**config.mk**
```make
export PLATFORM = sky130hd
export DESIGN_NAME = ini_text_tokenizer
export DESIGN_NICKNAME = d
export VERILOG_FILES = /design/src/hw/rtl/itt_pkg.sv /design/src/hw/rtl/itt_front.sv /design/src/hw/rtl/itt_queue.sv /design/src/hw/rtl/itt_back.sv /design/src/hw/rtl/ini_text_tokenizer.sv
export SDC_FILE = /design/constraint.sdc
export NUM_CORES = 1
export LEC_CHECK = 0
export ABC_CLOCK_PERIOD_IN_PS = 10900
export BUFFER_PORTS_ARGS = -buffer_cell sky130_fd_sc_hd__buf_2
export CAP_MARGIN = 25
export CELL_PAD_IN_SITES_DETAIL_PLACEMENT = 1
export CELL_PAD_IN_SITES_GLOBAL_PLACEMENT = 2
export CORE_AREA = 3 3 187 189
export DETAILED_ROUTE_END_ITERATION = 7
export DIE_AREA = 0 0 190 192
export HOLD_SLACK_MARGIN = 0.05
export PLACE_DENSITY = 0.75
export SLEW_MARGIN = 10
export SYNTH_ARGS = -nofsm -noshare
export SYNTH_HDL_FRONTEND = slang
export SYNTH_SLANG_ARGS = --single-unit
export TNS_END_PERCENT = 100
```
**constraint.sdc**
```tcl
create_clock -name clk_i -period 10.9 [get_ports clk_i]
set_clock_uncertainty 0.05 [all_clocks]
set_input_delay 2.18 -clock clk_i [delete_from_list [all_inputs] [get_ports clk_i]]
set_output_delay 2.18 -clock clk_i [all_outputs]
set_load 0.02 [all_outputs]
```
**src/hw/rtl/itt_pkg.sv**
```systemverilog
// Package for the INI text tokenizer: parser states, result kinds, byte classes.
// No dependencies; used by every module of the tokenizer.
package itt_pkg;

  localparam int OFFSET_BITS_DEF = 16;
  localparam int QUEUE_DEPTH     = 4;
  localparam int OUT_W           = 16;

  localparam logic [7:0] CH_LBRACK  = 8'h5B;
  localparam logic [7:0] CH_RBRACK  = 8'h5D;
  localparam logic [7:0] CH_EQUALS  = 8'h3D;
  localparam logic [7:0] CH_HASH    = 8'h23;
  localparam logic [7:0] CH_SEMI    = 8'h3B;
  localparam logic [7:0] CH_NEWLINE = 8'h0A;
  localparam logic [7:0] CH_CR      = 8'h0D;
  localparam logic [7:0] CH_SPACE   = 8'h20;
  localparam logic [7:0] CH_TAB     = 8'h09;
  localparam logic [7:0] CH_DOT     = 8'h2E;
  localparam logic [7:0] CH_UNDER   = 8'h5F;
  localparam logic [7:0] CH_DEL     = 8'h7F;
  localparam logic [7:0] CH_NUL     = 8'h00;

  localparam logic [OUT_W-1:0] LINE_MAX = '1;

  typedef enum logic [2:0] {
    KIND_SECTION = 3'd0,
    KIND_KEY     = 3'd1,
    KIND_VALUE   = 3'd2,
    KIND_END     = 3'd3,
    KIND_ERROR   = 3'd4
  } itt_kind_e;

  typedef enum logic [3:0] {
    ST_LINE      = 4'd0,
    ST_SKIP      = 4'd1,
    ST_SEC_OPEN  = 4'd2,
    ST_SEC_NAME  = 4'd3,
    ST_SEC_BLANK = 4'd4,
    ST_SEC_DONE  = 4'd5,
    ST_KEY_NAME  = 4'd6,
    ST_KEY_BLANK = 4'd7,
    ST_VAL_START = 4'd8,
    ST_VAL_BODY  = 4'd9,
    ST_ERROR     = 4'd10
  } itt_state_e;

  typedef struct packed {
    logic eot;
    logic blank;
    logic cr;
    logic nl;
    logic term;
    logic lbrack;
    logic rbrack;
    logic equals;
    logic sec_ok;
    logic key_ok;
    logic val_bad;
  } itt_entry_t;

endpackage

```
**src/hw/rtl/itt_front.sv**
```systemverilog
// Front end of the INI text tokenizer: classifies each accepted byte for the queue.
// Depends on itt_pkg.
module itt_front (
  input  logic              s_valid_i,
  input  logic              op_i,
  input  logic [7:0]        data_i,
  input  logic              q_full_i,
  output logic              s_ready_o,
  output logic              push_o,
  output itt_pkg::itt_entry_t entry_o
);

  logic letter, digit;

  assign letter = (data_i >= 8'h41 && data_i <= 8'h5A) || (data_i >= 8'h61 && data_i <= 8'h7A);
  assign digit  = (data_i >= 8'h30 && data_i <= 8'h39);

  always_comb begin
    entry_o.eot     = op_i || (data_i == itt_pkg::CH_NUL);
    entry_o.blank   = (data_i == itt_pkg::CH_SPACE) || (data_i == itt_pkg::CH_TAB);
    entry_o.cr      = (data_i == itt_pkg::CH_CR);
    entry_o.nl      = (data_i == itt_pkg::CH_NEWLINE);
    entry_o.term    = (data_i == itt_pkg::CH_NEWLINE) || (data_i == itt_pkg::CH_HASH) ||
                      (data_i == itt_pkg::CH_SEMI);
    entry_o.lbrack  = (data_i == itt_pkg::CH_LBRACK);
    entry_o.rbrack  = (data_i == itt_pkg::CH_RBRACK);
    entry_o.equals  = (data_i == itt_pkg::CH_EQUALS);
    entry_o.sec_ok  = data_i[7] || letter || (data_i == itt_pkg::CH_DOT) ||
                      (data_i == itt_pkg::CH_UNDER);
    entry_o.key_ok  = data_i[7] || letter || digit || (data_i == itt_pkg::CH_UNDER);
    entry_o.val_bad = (data_i < itt_pkg::CH_SPACE) || (data_i == itt_pkg::CH_DEL);
  end

  assign s_ready_o = !q_full_i;
  assign push_o    = s_valid_i && !q_full_i;

endmodule

```
**src/hw/rtl/itt_queue.sv**
```systemverilog
// Short queue of classified bytes between front and back of the tokenizer.
// Depends on itt_pkg.
module itt_queue (
  input  logic                clk_i,
  input  logic                rst_ni,
  input  logic                push_i,
  input  itt_pkg::itt_entry_t wdata_i,
  input  logic                pop_i,
  output itt_pkg::itt_entry_t rdata_o,
  output logic                valid_o,
  output logic                full_o
);

  localparam int PtrW = $clog2(itt_pkg::QUEUE_DEPTH);
  localparam int CntW = $clog2(itt_pkg::QUEUE_DEPTH + 1);
  localparam logic [CntW-1:0] Depth = CntW'(itt_pkg::QUEUE_DEPTH);
  localparam logic [PtrW-1:0] LastIdx = PtrW'(itt_pkg::QUEUE_DEPTH - 1);

  itt_pkg::itt_entry_t mem_q [itt_pkg::QUEUE_DEPTH];
  logic [PtrW-1:0] wr_q, wr_d, rd_q, rd_d;
  logic [CntW-1:0] cnt_q, cnt_d;
  logic do_pop;

  assign valid_o = (cnt_q != '0);
  assign full_o  = (cnt_q == Depth);
  assign rdata_o = mem_q[rd_q];
  assign do_pop  = pop_i && valid_o;

  always_comb begin
    wr_d  = wr_q;
    rd_d  = rd_q;
    cnt_d = cnt_q;
    if (push_i) begin
      wr_d = (wr_q == LastIdx) ? '0 : wr_q + 1'b1;
    end
    if (do_pop) begin
      rd_d = (rd_q == LastIdx) ? '0 : rd_q + 1'b1;
    end
    if (push_i && !do_pop) begin
      cnt_d = cnt_q + 1'b1;
    end else if (!push_i && do_pop) begin
      cnt_d = cnt_q - 1'b1;
    end
  end

  always_ff @(posedge clk_i or negedge rst_ni) begin
    if (!rst_ni) begin
      wr_q  <= '0;
      rd_q  <= '0;
      cnt_q <= '0;
    end else begin
      wr_q  <= wr_d;
      rd_q  <= rd_d;
      cnt_q <= cnt_d;
    end
  end

  always_ff @(posedge clk_i) begin
    if (push_i) begin
      mem_q[wr_q] <= wdata_i;
    end
  end

endmodule

```
**src/hw/rtl/itt_back.sv**
```systemverilog
// Back end of the INI text tokenizer: parser state machine, counters, result register.
// Depends on itt_pkg.
module itt_back #(
  parameter int OffsetBits = itt_pkg::OFFSET_BITS_DEF
) (
  input  logic                clk_i,
  input  logic                rst_ni,
  input  itt_pkg::itt_entry_t entry_i,
  input  logic                q_valid_i,
  output logic                pop_o,
  output logic                m_valid_o,
  input  logic                m_ready_i,
  output itt_pkg::itt_kind_e  kind_o,
  output logic [itt_pkg::OUT_W-1:0] offset_o,
  output logic [itt_pkg::OUT_W-1:0] length_o,
  output logic [itt_pkg::OUT_W-1:0] line_o,
  output logic                last_o
);

  localparam int ExtW = (OffsetBits > itt_pkg::OUT_W) ? OffsetBits : itt_pkg::OUT_W;
  localparam logic [OffsetBits-1:0] OffMax = '1;

  itt_pkg::itt_state_e state_q, state_d;
  logic [OffsetBits-1:0] off_q, off_d, start_q, start_d, count_q, count_d, lnb_q, lnb_d;
  logic [itt_pkg::OUT_W-1:0] line_q, line_d;
  logic phase_q, phase_d;

  logic go, emit, e_last;
  itt_pkg::itt_kind_e e_kind;
  logic [OffsetBits-1:0] e_off, e_len;
  logic [itt_pkg::OUT_W-1:0] e_line;
  logic [ExtW-1:0] off_ext, len_ext;
  itt_pkg::itt_entry_t c;

  logic out_valid_q;
  itt_pkg::itt_kind_e out_kind_q;
  logic [itt_pkg::OUT_W-1:0] out_off_q, out_len_q, out_line_q;
  logic out_last_q;

  assign c  = entry_i;
  assign go = q_valid_i && (!out_valid_q || m_ready_i);

  always_comb begin
    state_d = state_q;
    off_d   = off_q;
    start_d = start_q;
    count_d = count_q;
    lnb_d   = lnb_q;
    line_d  = line_q;
    phase_d = phase_q;
    pop_o   = 1'b0;
    emit    = 1'b0;
    e_kind  = itt_pkg::KIND_END;
    e_off   = off_q;
    e_len   = '0;
    e_line  = line_q;
    e_last  = 1'b1;
    if (go) begin
      if (c.eot) begin
        if (state_q == itt_pkg::ST_SEC_DONE && !phase_q) begin
          emit    = 1'b1;
          e_kind  = itt_pkg::KIND_SECTION;
          e_off   = start_q;
          e_len   = count_q;
          e_last  = 1'b0;
          phase_d = 1'b1;
        end else begin
          pop_o = 1'b1;
          case (state_q)
            itt_pkg::ST_ERROR: begin
              emit = 1'b0;
            end
            itt_pkg::ST_LINE, itt_pkg::ST_SKIP, itt_pkg::ST_SEC_DONE: begin
              emit   = 1'b1;
              e_kind = itt_pkg::KIND_END;
            end
            default: begin
              emit   = 1'b1;
              e_kind = itt_pkg::KIND_ERROR;
            end
          endcase
          state_d = itt_pkg::ST_LINE;
          off_d   = '0;
          start_d = '0;
          count_d = '0;
          lnb_d   = '0;
          line_d  = '0;
          phase_d = 1'b0;
        end
      end else begin
        pop_o = 1'b1;
        if (state_q == itt_pkg::ST_ERROR) begin
          emit = 1'b0;
        end else if (off_q == OffMax) begin
          emit    = 1'b1;
          e_kind  = itt_pkg::KIND_ERROR;
          e_off   = OffMax;
          state_d = itt_pkg::ST_ERROR;
        end else begin
          case (state_q)
            itt_pkg::ST_LINE: begin
              if (!c.blank && !c.cr) begin
                if (line_q != itt_pkg::LINE_MAX) begin
                  line_d = line_q + 1'b1;
                end
                if (c.term) begin
                  state_d = c.nl ? itt_pkg::ST_LINE : itt_pkg::ST_SKIP;
                end else if (c.lbrack) begin
                  state_d = itt_pkg::ST_SEC_OPEN;
                end else if (c.key_ok) begin
                  start_d = off_q;
                  count_d = OffsetBits'(1);
                  state_d = itt_pkg::ST_KEY_NAME;
                end else begin
                  emit    = 1'b1;
                  e_kind  = itt_pkg::KIND_ERROR;
                  state_d = itt_pkg::ST_ERROR;
                end
              end
            end
            itt_pkg::ST_SKIP: begin
              if (c.nl) begin
                state_d = itt_pkg::ST_LINE;
              end
            end
            itt_pkg::ST_SEC_OPEN: begin
              if (!c.blank) begin
                if (c.sec_ok) begin
                  start_d = off_q;
                  count_d = OffsetBits'(1);
                  state_d = itt_pkg::ST_SEC_NAME;
                end else begin
                  emit    = 1'b1;
                  e_kind  = itt_pkg::KIND_ERROR;
                  state_d = itt_pkg::ST_ERROR;
                end
              end
            end
            itt_pkg::ST_SEC_NAME: begin
              if (c.blank) begin
                state_d = itt_pkg::ST_SEC_BLANK;
              end else if (c.rbrack) begin
                state_d = itt_pkg::ST_SEC_DONE;
              end else if (c.sec_ok) begin
                count_d = count_q + 1'b1;
              end else begin
                emit    = 1'b1;
                e_kind  = itt_pkg::KIND_ERROR;
                state_d = itt_pkg::ST_ERROR;
              end
            end
            itt_pkg::ST_SEC_BLANK: begin
              if (!c.blank) begin
                if (c.rbrack) begin
                  state_d = itt_pkg::ST_SEC_DONE;
                end else begin
                  emit    = 1'b1;
                  e_kind  = itt_pkg::KIND_ERROR;
                  state_d = itt_pkg::ST_ERROR;
                end
              end
            end
            itt_pkg::ST_SEC_DONE: begin
              if (c.term) begin
                emit    = 1'b1;
                e_kind  = itt_pkg::KIND_SECTION;
                e_off   = start_q;
                e_len   = count_q;
                state_d = c.nl ? itt_pkg::ST_LINE : itt_pkg::ST_SKIP;
              end else if (!c.blank) begin
                emit    = 1'b1;
                e_kind  = itt_pkg::KIND_ERROR;
                state_d = itt_pkg::ST_ERROR;
              end
            end
            itt_pkg::ST_KEY_NAME, itt_pkg::ST_KEY_BLANK: begin
              if (c.equals) begin
                emit    = 1'b1;
                e_kind  = itt_pkg::KIND_KEY;
                e_off   = start_q;
                e_len   = count_q;
                state_d = itt_pkg::ST_VAL_START;
              end else if (c.blank) begin
                state_d = itt_pkg::ST_KEY_BLANK;
              end else if (state_q == itt_pkg::ST_KEY_NAME && c.key_ok) begin
                count_d = count_q + 1'b1;
              end else begin
                emit    = 1'b1;
                e_kind  = itt_pkg::KIND_ERROR;
                state_d = itt_pkg::ST_ERROR;
              end
            end
            itt_pkg::ST_VAL_START: begin
              if (!c.blank) begin
                if (c.term) begin
                  emit    = 1'b1;
                  e_kind  = itt_pkg::KIND_VALUE;
                  e_off   = start_q;
                  state_d = c.nl ? itt_pkg::ST_LINE : itt_pkg::ST_SKIP;
                end else if (c.val_bad) begin
                  emit    = 1'b1;
                  e_kind  = itt_pkg::KIND_ERROR;
                  state_d = itt_pkg::ST_ERROR;
                end else begin
                  start_d = off_q;
                  lnb_d   = off_q;
                  state_d = itt_pkg::ST_VAL_BODY;
                end
              end
            end
            itt_pkg::ST_VAL_BODY: begin
              if (c.term) begin
                emit    = 1'b1;
                e_kind  = itt_pkg::KIND_VALUE;
                e_off   = start_q;
                e_len   = lnb_q + 1'b1 - start_q;
                state_d = c.nl ? itt_pkg::ST_LINE : itt_pkg::ST_SKIP;
              end else if (c.blank) begin
                lnb_d = lnb_q;
              end else if (c.val_bad) begin
                emit    = 1'b1;
                e_kind  = itt_pkg::KIND_ERROR;
                state_d = itt_pkg::ST_ERROR;
              end else begin
                lnb_d = off_q;
              end
            end
            default: begin
              state_d = itt_pkg::ST_ERROR;
            end
          endcase
          e_line = line_d;
          if (state_d != itt_pkg::ST_ERROR) begin
            off_d = off_q + 1'b1;
          end
        end
      end
    end
  end

  assign off_ext = ExtW'(e_off);
  assign len_ext = ExtW'(e_len);

  always_ff @(posedge clk_i or negedge rst_ni) begin
    if (!rst_ni) begin
      state_q     <= itt_pkg::ST_LINE;
      off_q       <= '0;
      start_q     <= '0;
      count_q     <= '0;
      lnb_q       <= '0;
      line_q      <= '0;
      phase_q     <= 1'b0;
      out_valid_q <= 1'b0;
    end else begin
      state_q <= state_d;
      off_q   <= off_d;
      start_q <= start_d;
      count_q <= count_d;
      lnb_q   <= lnb_d;
      line_q  <= line_d;
      phase_q <= phase_d;
      if (emit) begin
        out_valid_q <= 1'b1;
      end else if (m_ready_i) begin
        out_valid_q <= 1'b0;
      end
    end
  end

  always_ff @(posedge clk_i) begin
    if (emit) begin
      out_kind_q <= e_kind;
      out_off_q  <= off_ext[itt_pkg::OUT_W-1:0];
      out_len_q  <= len_ext[itt_pkg::OUT_W-1:0];
      out_line_q <= e_line;
      out_last_q <= e_last;
    end
  end

  assign m_valid_o = out_valid_q;
  assign kind_o    = out_kind_q;
  assign offset_o  = out_off_q;
  assign length_o  = out_len_q;
  assign line_o    = out_line_q;
  assign last_o    = out_last_q;

endmodule

```
**src/hw/rtl/ini_text_tokenizer.sv**
```systemverilog
// Top level of the INI text tokenizer: front classifier, byte queue, back parser.
// Depends on itt_pkg, itt_front, itt_queue and itt_back.
//
// Takes INI text one byte per word and returns section, key and value tokens as
// offset/length pairs with the current line number, then an end or error word
// per text. Sustained rate is one byte per cycle when the output is not stalled; the
// back-end parser state machine takes each byte from the queue. End of text after a
// complete section gives two results, the section and then the end, and holds the
// back end on that byte until the second; a four-entry queue absorbs output stalls.
module ini_text_tokenizer #(
  parameter int OffsetBits = itt_pkg::OFFSET_BITS_DEF
) (
  input  logic        clk_i,
  input  logic        rst_ni,
  input  logic        s_axis_tvalid,
  output logic        s_axis_tready,
  input  logic [7:0]  s_axis_tdata,   // [7:0] data_byte
  input  logic        s_axis_tuser,   // [0] op
  output logic        m_axis_tvalid,
  input  logic        m_axis_tready,
  output logic [47:0] m_axis_tdata,   // [15:0] token_offset, [31:16] token_length,
                                      // [47:32] line_number
  output logic [2:0]  m_axis_tuser,   // [2:0] kind
  output logic        m_axis_tlast
);

  itt_pkg::itt_entry_t wr_entry, rd_entry;
  itt_pkg::itt_kind_e  kind;
  logic push, pop, q_valid, q_full;
  logic [itt_pkg::OUT_W-1:0] tok_off, tok_len, line_num;

  itt_front u_front (
    .s_valid_i (s_axis_tvalid),
    .op_i      (s_axis_tuser),
    .data_i    (s_axis_tdata),
    .q_full_i  (q_full),
    .s_ready_o (s_axis_tready),
    .push_o    (push),
    .entry_o   (wr_entry)
  );

  itt_queue u_queue (
    .clk_i   (clk_i),
    .rst_ni  (rst_ni),
    .push_i  (push),
    .wdata_i (wr_entry),
    .pop_i   (pop),
    .rdata_o (rd_entry),
    .valid_o (q_valid),
    .full_o  (q_full)
  );

  itt_back #(
    .OffsetBits (OffsetBits)
  ) u_back (
    .clk_i     (clk_i),
    .rst_ni    (rst_ni),
    .entry_i   (rd_entry),
    .q_valid_i (q_valid),
    .pop_o     (pop),
    .m_valid_o (m_axis_tvalid),
    .m_ready_i (m_axis_tready),
    .kind_o    (kind),
    .offset_o  (tok_off),
    .length_o  (tok_len),
    .line_o    (line_num),
    .last_o    (m_axis_tlast)
  );

  assign m_axis_tdata = {line_num, tok_len, tok_off};
  assign m_axis_tuser = kind;

  a_first_of_two_is_section : assert property (@(posedge clk_i) disable iff (!rst_ni)
    m_axis_tvalid && !m_axis_tlast |-> m_axis_tuser == itt_pkg::KIND_SECTION)
    else $error("non-last result is not a section");

  a_pair_ends_text : assert property (@(posedge clk_i) disable iff (!rst_ni)
    m_axis_tvalid && m_axis_tready && !m_axis_tlast |=>
      !m_axis_tvalid || (m_axis_tuser == itt_pkg::KIND_END && m_axis_tlast))
    else $error("section at end of text not followed by end result");

  a_error_is_last : assert property (@(posedge clk_i) disable iff (!rst_ni)
    m_axis_tvalid && m_axis_tuser == itt_pkg::KIND_ERROR |-> m_axis_tlast)
    else $error("error result not last of run");

  a_end_len_zero : assert property (@(posedge clk_i) disable iff (!rst_ni)
    m_axis_tvalid && (m_axis_tuser == itt_pkg::KIND_END ||
                      m_axis_tuser == itt_pkg::KIND_ERROR) |-> m_axis_tdata[31:16] == 16'd0)
    else $error("end or error result with nonzero length");

endmodule
```
[Yosys cells after proc, flatten, opt, wreduce, memory -nomap -nowiden]
Memories as Yosys holds them, arrays and structs flattened.
Cells that the tools add are included.
Word-level totals
  bits in registers: 145
  memory bits (writable): 44
  output and inout port bits: 54
  word-level logic and storage cells: 296
  memories kept: 1
Cells by class
  $add $sub $neg: 9
  $lt $le $gt $ge: 7
  equal/unequal tests: 48
  muxes and demuxes: 166
  reduce and logical (&&, ||, !) cells: 49
Memory list
  u_queue.mem_q: words 4, width 11, read ports 1, clocked after Yosys merged registers in 0, wr ports 1, line itt_queue.sv:19  | itt_pkg::itt_entry_t mem_q [itt_pkg::QUEUE_DEPTH];
Operators with widths (number)
  two-way mux 16 bit: 63
  one-hot mux 16 bit (3 select lines): 3
  two-way mux 4 bit: 30
  two-way mux 3 bit: 27
  adder 16 x 1 -> 16 bit, second input constant: 4
  one-hot mux 16 bit (4 select lines): 1
  != test 3 bit, second input constant: 14
  equality test 8 x 6 -> 1 bit, second input constant: 5
  one-hot mux 4 bit (9 select lines): 1
  two-way mux 1 bit: 35
  equality test 8 x 7 -> 1 bit, second input constant: 4
  one-hot mux 16 bit (2 select lines): 1
  equality test 8 x 4 -> 1 bit, second input constant: 3
  one-hot mux 3 bit (8 select lines): 1
  equality test 16 bit, second input constant: 1
  equality test 4 x 3 -> 1 bit, second input constant: 4
  greater-or-equal comparator 8 x 7 -> 1 bit, second input constant: 2
  less-or-equal comparator 8 x 7 -> 1 bit, second input constant: 2
  != test 16 bit, second input constant: 1
  AND reduction 16 bit: 1
  subtractor 16 bit: 1
  AND reduction 14 bit: 1
  equality test 4 bit, second input constant: 3
  logical OR 1 bit: 12
  29 further kinds: 59

[Depth between registers and ports, before layout]
  word-level depth: 15
  depth in mapped cells: 14
  depth with buffers taken out: 12

[By module]
A second synthesis with hierarchy kept.
Unflattened totals
  cells, all modules: 968
  area, all modules: 10627.7 um2
By module, submodules not included
  itt_back: times used 1, cells each 826, area an instance 8282.9 um2, sequential area each 3713.6 um2
  itt_queue: times used 1, cells each 94, area an instance 2025.7 um2, sequential area each 1496.4 um2
  itt_front: times used 1, cells each 48, area an instance 319.1 um2, sequential area each 0.0 um2

[Worst setup path before layout]
Ideal clock, no wire load.
  kind: input-to-reg
  from: input m_axis_tready
  to: register u_back.out_kind_q[0], in the netlist u_back.kind_o[0], enable pin
  setup time: 420 ps
  arrival: 4163 ps
  data required time: 10430 ps
  setup slack: 6267 ps
  stages on the path: 3
  path through: nor2b_1 -> nor3_1 -> o41a_1
Between the ends
  word-level cells in the longest chain between the ends: 3
Ends and longest elaborated chain
  from (decl): line ini_text_tokenizer.sv:20  | input logic m_axis_tready,
  logical OR 1 bit: line itt_back.sv:41  | assign go = q_valid_i && (!out_valid_q || m_ready_i);
  logical AND 1 bit: line itt_back.sv:41
  two-way mux 1 bit: line itt_back.sv:58  | if (go) begin
  net u_back.emit: line itt_back.sv:28  | logic go, emit, e_last;
  to (signal assigned): line itt_back.sv:272  | out_kind_q <= e_kind;
  to (decl): line itt_back.sv:36  | itt_pkg::itt_kind_e out_kind_q;
The timed path passes the listed nets, and every way through them passes these cells.
A chain may end at the register's enable or synchronous reset.

[Worst setup path after layout]
  from: input m_axis_tready
  to: register u_queue.cnt_q[1]
Between the ends
  word-level cells in the longest chain between the ends: 7
  elaborated cells on any way between the ends: 9
Ends and longest elaborated chain
  logical OR 1 bit: line itt_back.sv:41
  logical AND 1 bit: line itt_back.sv:41
  two-way mux 1 bit: line itt_back.sv:58
  logical AND 1 bit: line itt_queue.sv:27  | assign do_pop = pop_i && valid_o;
  logical NOT 1 bit: line itt_queue.sv:39  | if (push_i && !do_pop) begin
  logical AND 1 bit: line itt_queue.sv:39
  two-way mux 3 bit: line itt_queue.sv:39
  net u_queue.cnt_d[1]: line itt_queue.sv:21  | logic [CntW-1:0] cnt_q, cnt_d;
  to (signal assigned): line itt_queue.sv:54  | cnt_q <= cnt_d;
  to (decl): line itt_queue.sv:21
The timed path passes the listed nets, and every way through them passes these cells.

==> impl_metrics.env <==
export IMPL_status="complete, no violations"
export IMPL_n_antenna_cell=0
export IMPL_final_max_slew_viol_count=0
export IMPL_initial_utilization_pct=31.8
export IMPL_synth_largest_area_cell="edfxtp_1"
export IMPL_ios=67
export IMPL_period_share_pct=42.3
export IMPL_first_global_vias=8680
export IMPL_nNetsFinal=1144
export IMPL_final_core_util_pct=35.9
export IMPL_seq_area_frac_synth_pct=49.0
export IMPL_wirelength_um=30300
export IMPL_crit_required_ps=11200
export IMPL_finalHoldViolCount=0
export IMPL_cts_max_path_buffers=2
export IMPL_p_per_area_mw_per_mm2=245
export IMPL_yosysWarningCount=0
export IMPL_max_cap_violations=0
export IMPL_fillCellCount=3796
export IMPL_min_to="u_back.lnb_q[1]"
export IMPL_synthArstFlopShare_pct=49.2
export IMPL_worst_ep_arrival_time_ps=4910
export IMPL_tightest_slew_ps=1060
export IMPL_path_class="input pin to flip-flop"
export IMPL_hold_buffers=0
export IMPL_hold_path_class="flip-flop to flip-flop"
export IMPL_cp_max_fo=12
export IMPL_hold_depth=2
export IMPL_grt_pass1_wl_um=49500
export IMPL_cts_repair_resized=0
export IMPL_die_area_mm2=0.0365
export IMPL_fin_cells=1552
export IMPL_syn_avg_cell_area_um2=10.1
export IMPL_path_clk_slew_ps=70
export IMPL_via_per_inst=5.47
export IMPL_synth_flop_cell="edfxtp_1"
export IMPL_setup_tns_ps=0
export IMPL_insertion_delay_ps=470
export IMPL_wl_per_cell_um=19.5
export IMPL_syn_cell_area_mm2=0.0106
export IMPL_cp_end_kind="flip-flop"
export IMPL_period_minus_slack_ps=4610
export IMPL_peakVddDrop_v=0.000131
export IMPL_dpl_hpwl_um=21300
export IMPL_dp_cells=1519
export IMPL_post_cts_buffers=0
export IMPL_reg2regPathDepth=10
export IMPL_synth_distinct_cells=80
export IMPL_antenna_found_initial=0
export IMPL_synth_edf_count=96
export IMPL_drive_gt1_share_pct=13.4
export IMPL_finalPower_w=0.00293
export IMPL_grt_overflow_total=0
export IMPL_track_usage_pct=17.2
export IMPL_route_detailed_drc=0
export IMPL_antenna_left=0
export IMPL_r2r_end="u_queue.cnt_q[1]"
export IMPL_cts_sinks=189
export IMPL_leakagePower_nw=4.75
export IMPL_placementRows=67
export IMPL_reg2reg_from="u_queue.rd_q[1]"
export IMPL_io_buffers=66
export IMPL_ys_ff_latch=189
export IMPL_synth_fp_nets=1104
export IMPL_tritoncts="done"
export IMPL_core_mm2=0.0334
export IMPL_r2r_slack_ps=7000
export IMPL_synth_area_top_cells="edfxtp_1, dfrtp_1, o21ai_0"
export IMPL_max_freq_mhz=217
export IMPL_cts_made_buffers=17
export IMPL_place_congestion=0.806
export IMPL_h_tree_depth=4
export IMPL_grt_setup_unrepaired="no"
export IMPL_dr_pass1_iters=5
export IMPL_grt_max_degree=58
export IMPL_synthCells=1051
export IMPL_finalSetupViolCount=0
export IMPL_cts_root_buf="clkbuf_16"
export IMPL_die_x_um=190
export IMPL_cp_start_kind="input pin"
export IMPL_syn2layout_area_growth_pct=12.8
export IMPL_drtIter0Drc=439
export IMPL_min_from="u_back.lnb_q[1]"
export IMPL_die_h_um=192
export IMPL_synth_top_area_share_pct=27.1
export IMPL_vias=8493
export IMPL_relSlewSlack_pct=29.3
through the flow:
step	hold WS [ps]	worst slack [ps]	cell area (um^2)
floorplan	400	6270	10600
global placement	417	5890	11400
detailed placement	429	5810	11400
CTS	445	6310	12000
global route	465	6070	12000
finish	437	6290	12000
where the power goes:
| group | leakage, nW | switching [W] | internal, W |
|---|---|---|---|
| logic | 2.29 | 0.000850 | 0.000370 |
| clock network | 0.282 | 0.000297 | 0.000361 |
| registers | 2.18 | 0.0000979 | 0.000959 |
per-layer routing:
layer  up-vias  routed length [um]  global-route usage (%)
met2       169               14500                    28.8
li1       4028                   -                       -
met1      4269               14400                    23.0
met5         -                   0                       0
met4         0                 352                    4.04
met3        27                1080                    3.52
cells in the final DEF, fill, tap and decap left out, types with 5 or more instances in the layout:
master       n
nand4_1      7
or4_1        8
a21oi_1     56
o21a_1      11
a22oi_1     15
dfrtp_1     93
a22o_1      29
ha_1        38
nor2_1      82
buf_2       65
and3_1      21
nor3_1      18
a32o_1       5
and4_1       6
or2_2        9
nor2b_1      8
clkbuf_16   17
nand3_1     31
xnor2_1     15
o31ai_1     18
or3_1       15
edfxtp_1    96
o21ai_1      5
buf_4       15
inv_1       38
xor2_1       9
nor3b_1     11
a21o_1      18
o21ai_0     98
a31oi_1     11
nand2b_1     9
mux4_2      11
nor4_1       9
nand2_1    104
critical path, stage by stage:
cell     delay, ps
buf_2           80
nor2b_1         80
or2_2          360
nor2_1         700
inv_1          450
ha_1           340
inv_1           80
fa_1           380
mux2_2         260
cells in the mapped netlist (5+ instances only):
cell and count:
a21o_1 18, a21oi_1 56, a22o_1 29, a22oi_1 15, a31oi_1 11, a32o_1 5, and3_1 21, and4_1 6
buf_2 6, clkbuf_1 43, dfrtp_1 93, edfxtp_1 96, ha_1 38, inv_1 38, mux4_2 11, nand2_1 104
nand2b_1 9, nand3_1 31, nand4_1 7, nor2_1 83, nor2b_1 8, nor3_1 19, nor3b_1 11, nor4_1 9
o21a_1 11, o21ai_0 98, o21ai_1 5, o31ai_1 19, or2_2 9, or3_1 15, or4_1 8, xnor2_1 15
xor2_1 9
logic make-up after synthesis:
kind of cell	count (synthesis)	share of synthesized area, %
adders and majority gates	40	4.85
xor gates and xnor gates	24	1.98
AOI/OAI and AO/OA	316	19.5
buffers and inverters	98	3.92
and+or+nand+nor	365	17.6
DFF	189	49.0
muxes	19	3.13
layout make-up:
cell class / count / area (um^2) / share of cell area [%]
multi-input combinational: 764 / 5030 / 41.9
clock buffer: 18 / 429 / 3.58
tap: 448 / 561 / 4.67
timing repair buffer: 81 / 453 / 3.78
sequential: 189 / 5210 / 43.4
clock inverter: 14 / 169 / 1.41
inverter: 38 / 143 / 1.19
how the worst max path moves through the flow:
stage / start / to / slack [ps] / cells after the start
after CTS: m_axis_tready / u_queue.cnt_q[1] / 6310 / 9
after global placement: m_axis_tready / u_queue.cnt_q[1] / 5890 / 9
after global routing: m_axis_tready / u_queue.cnt_q[1] / 6070 / 9
final: m_axis_tready / u_queue.cnt_q[1] / 6290 / 9
after detailed placement: m_axis_tready / u_queue.cnt_q[1] / 5810 / 9
after floorplan: m_axis_tready / u_back.kind_o[0] / 6270 / 3
flip-flops by register name (all words and copies together) (netlist names), 4 cells and up:
register and cells:
u_back.start_q 16, u_back.line_o 16, u_back.state_q 4, u_back.off_q 16, u_queue.mem_q 44, u_back.offset_o 16
u_back.lnb_q 16, u_back.line_q 16, u_back.length_o 16, u_back.count_q 16
Power figures use the tool's default switching activity.
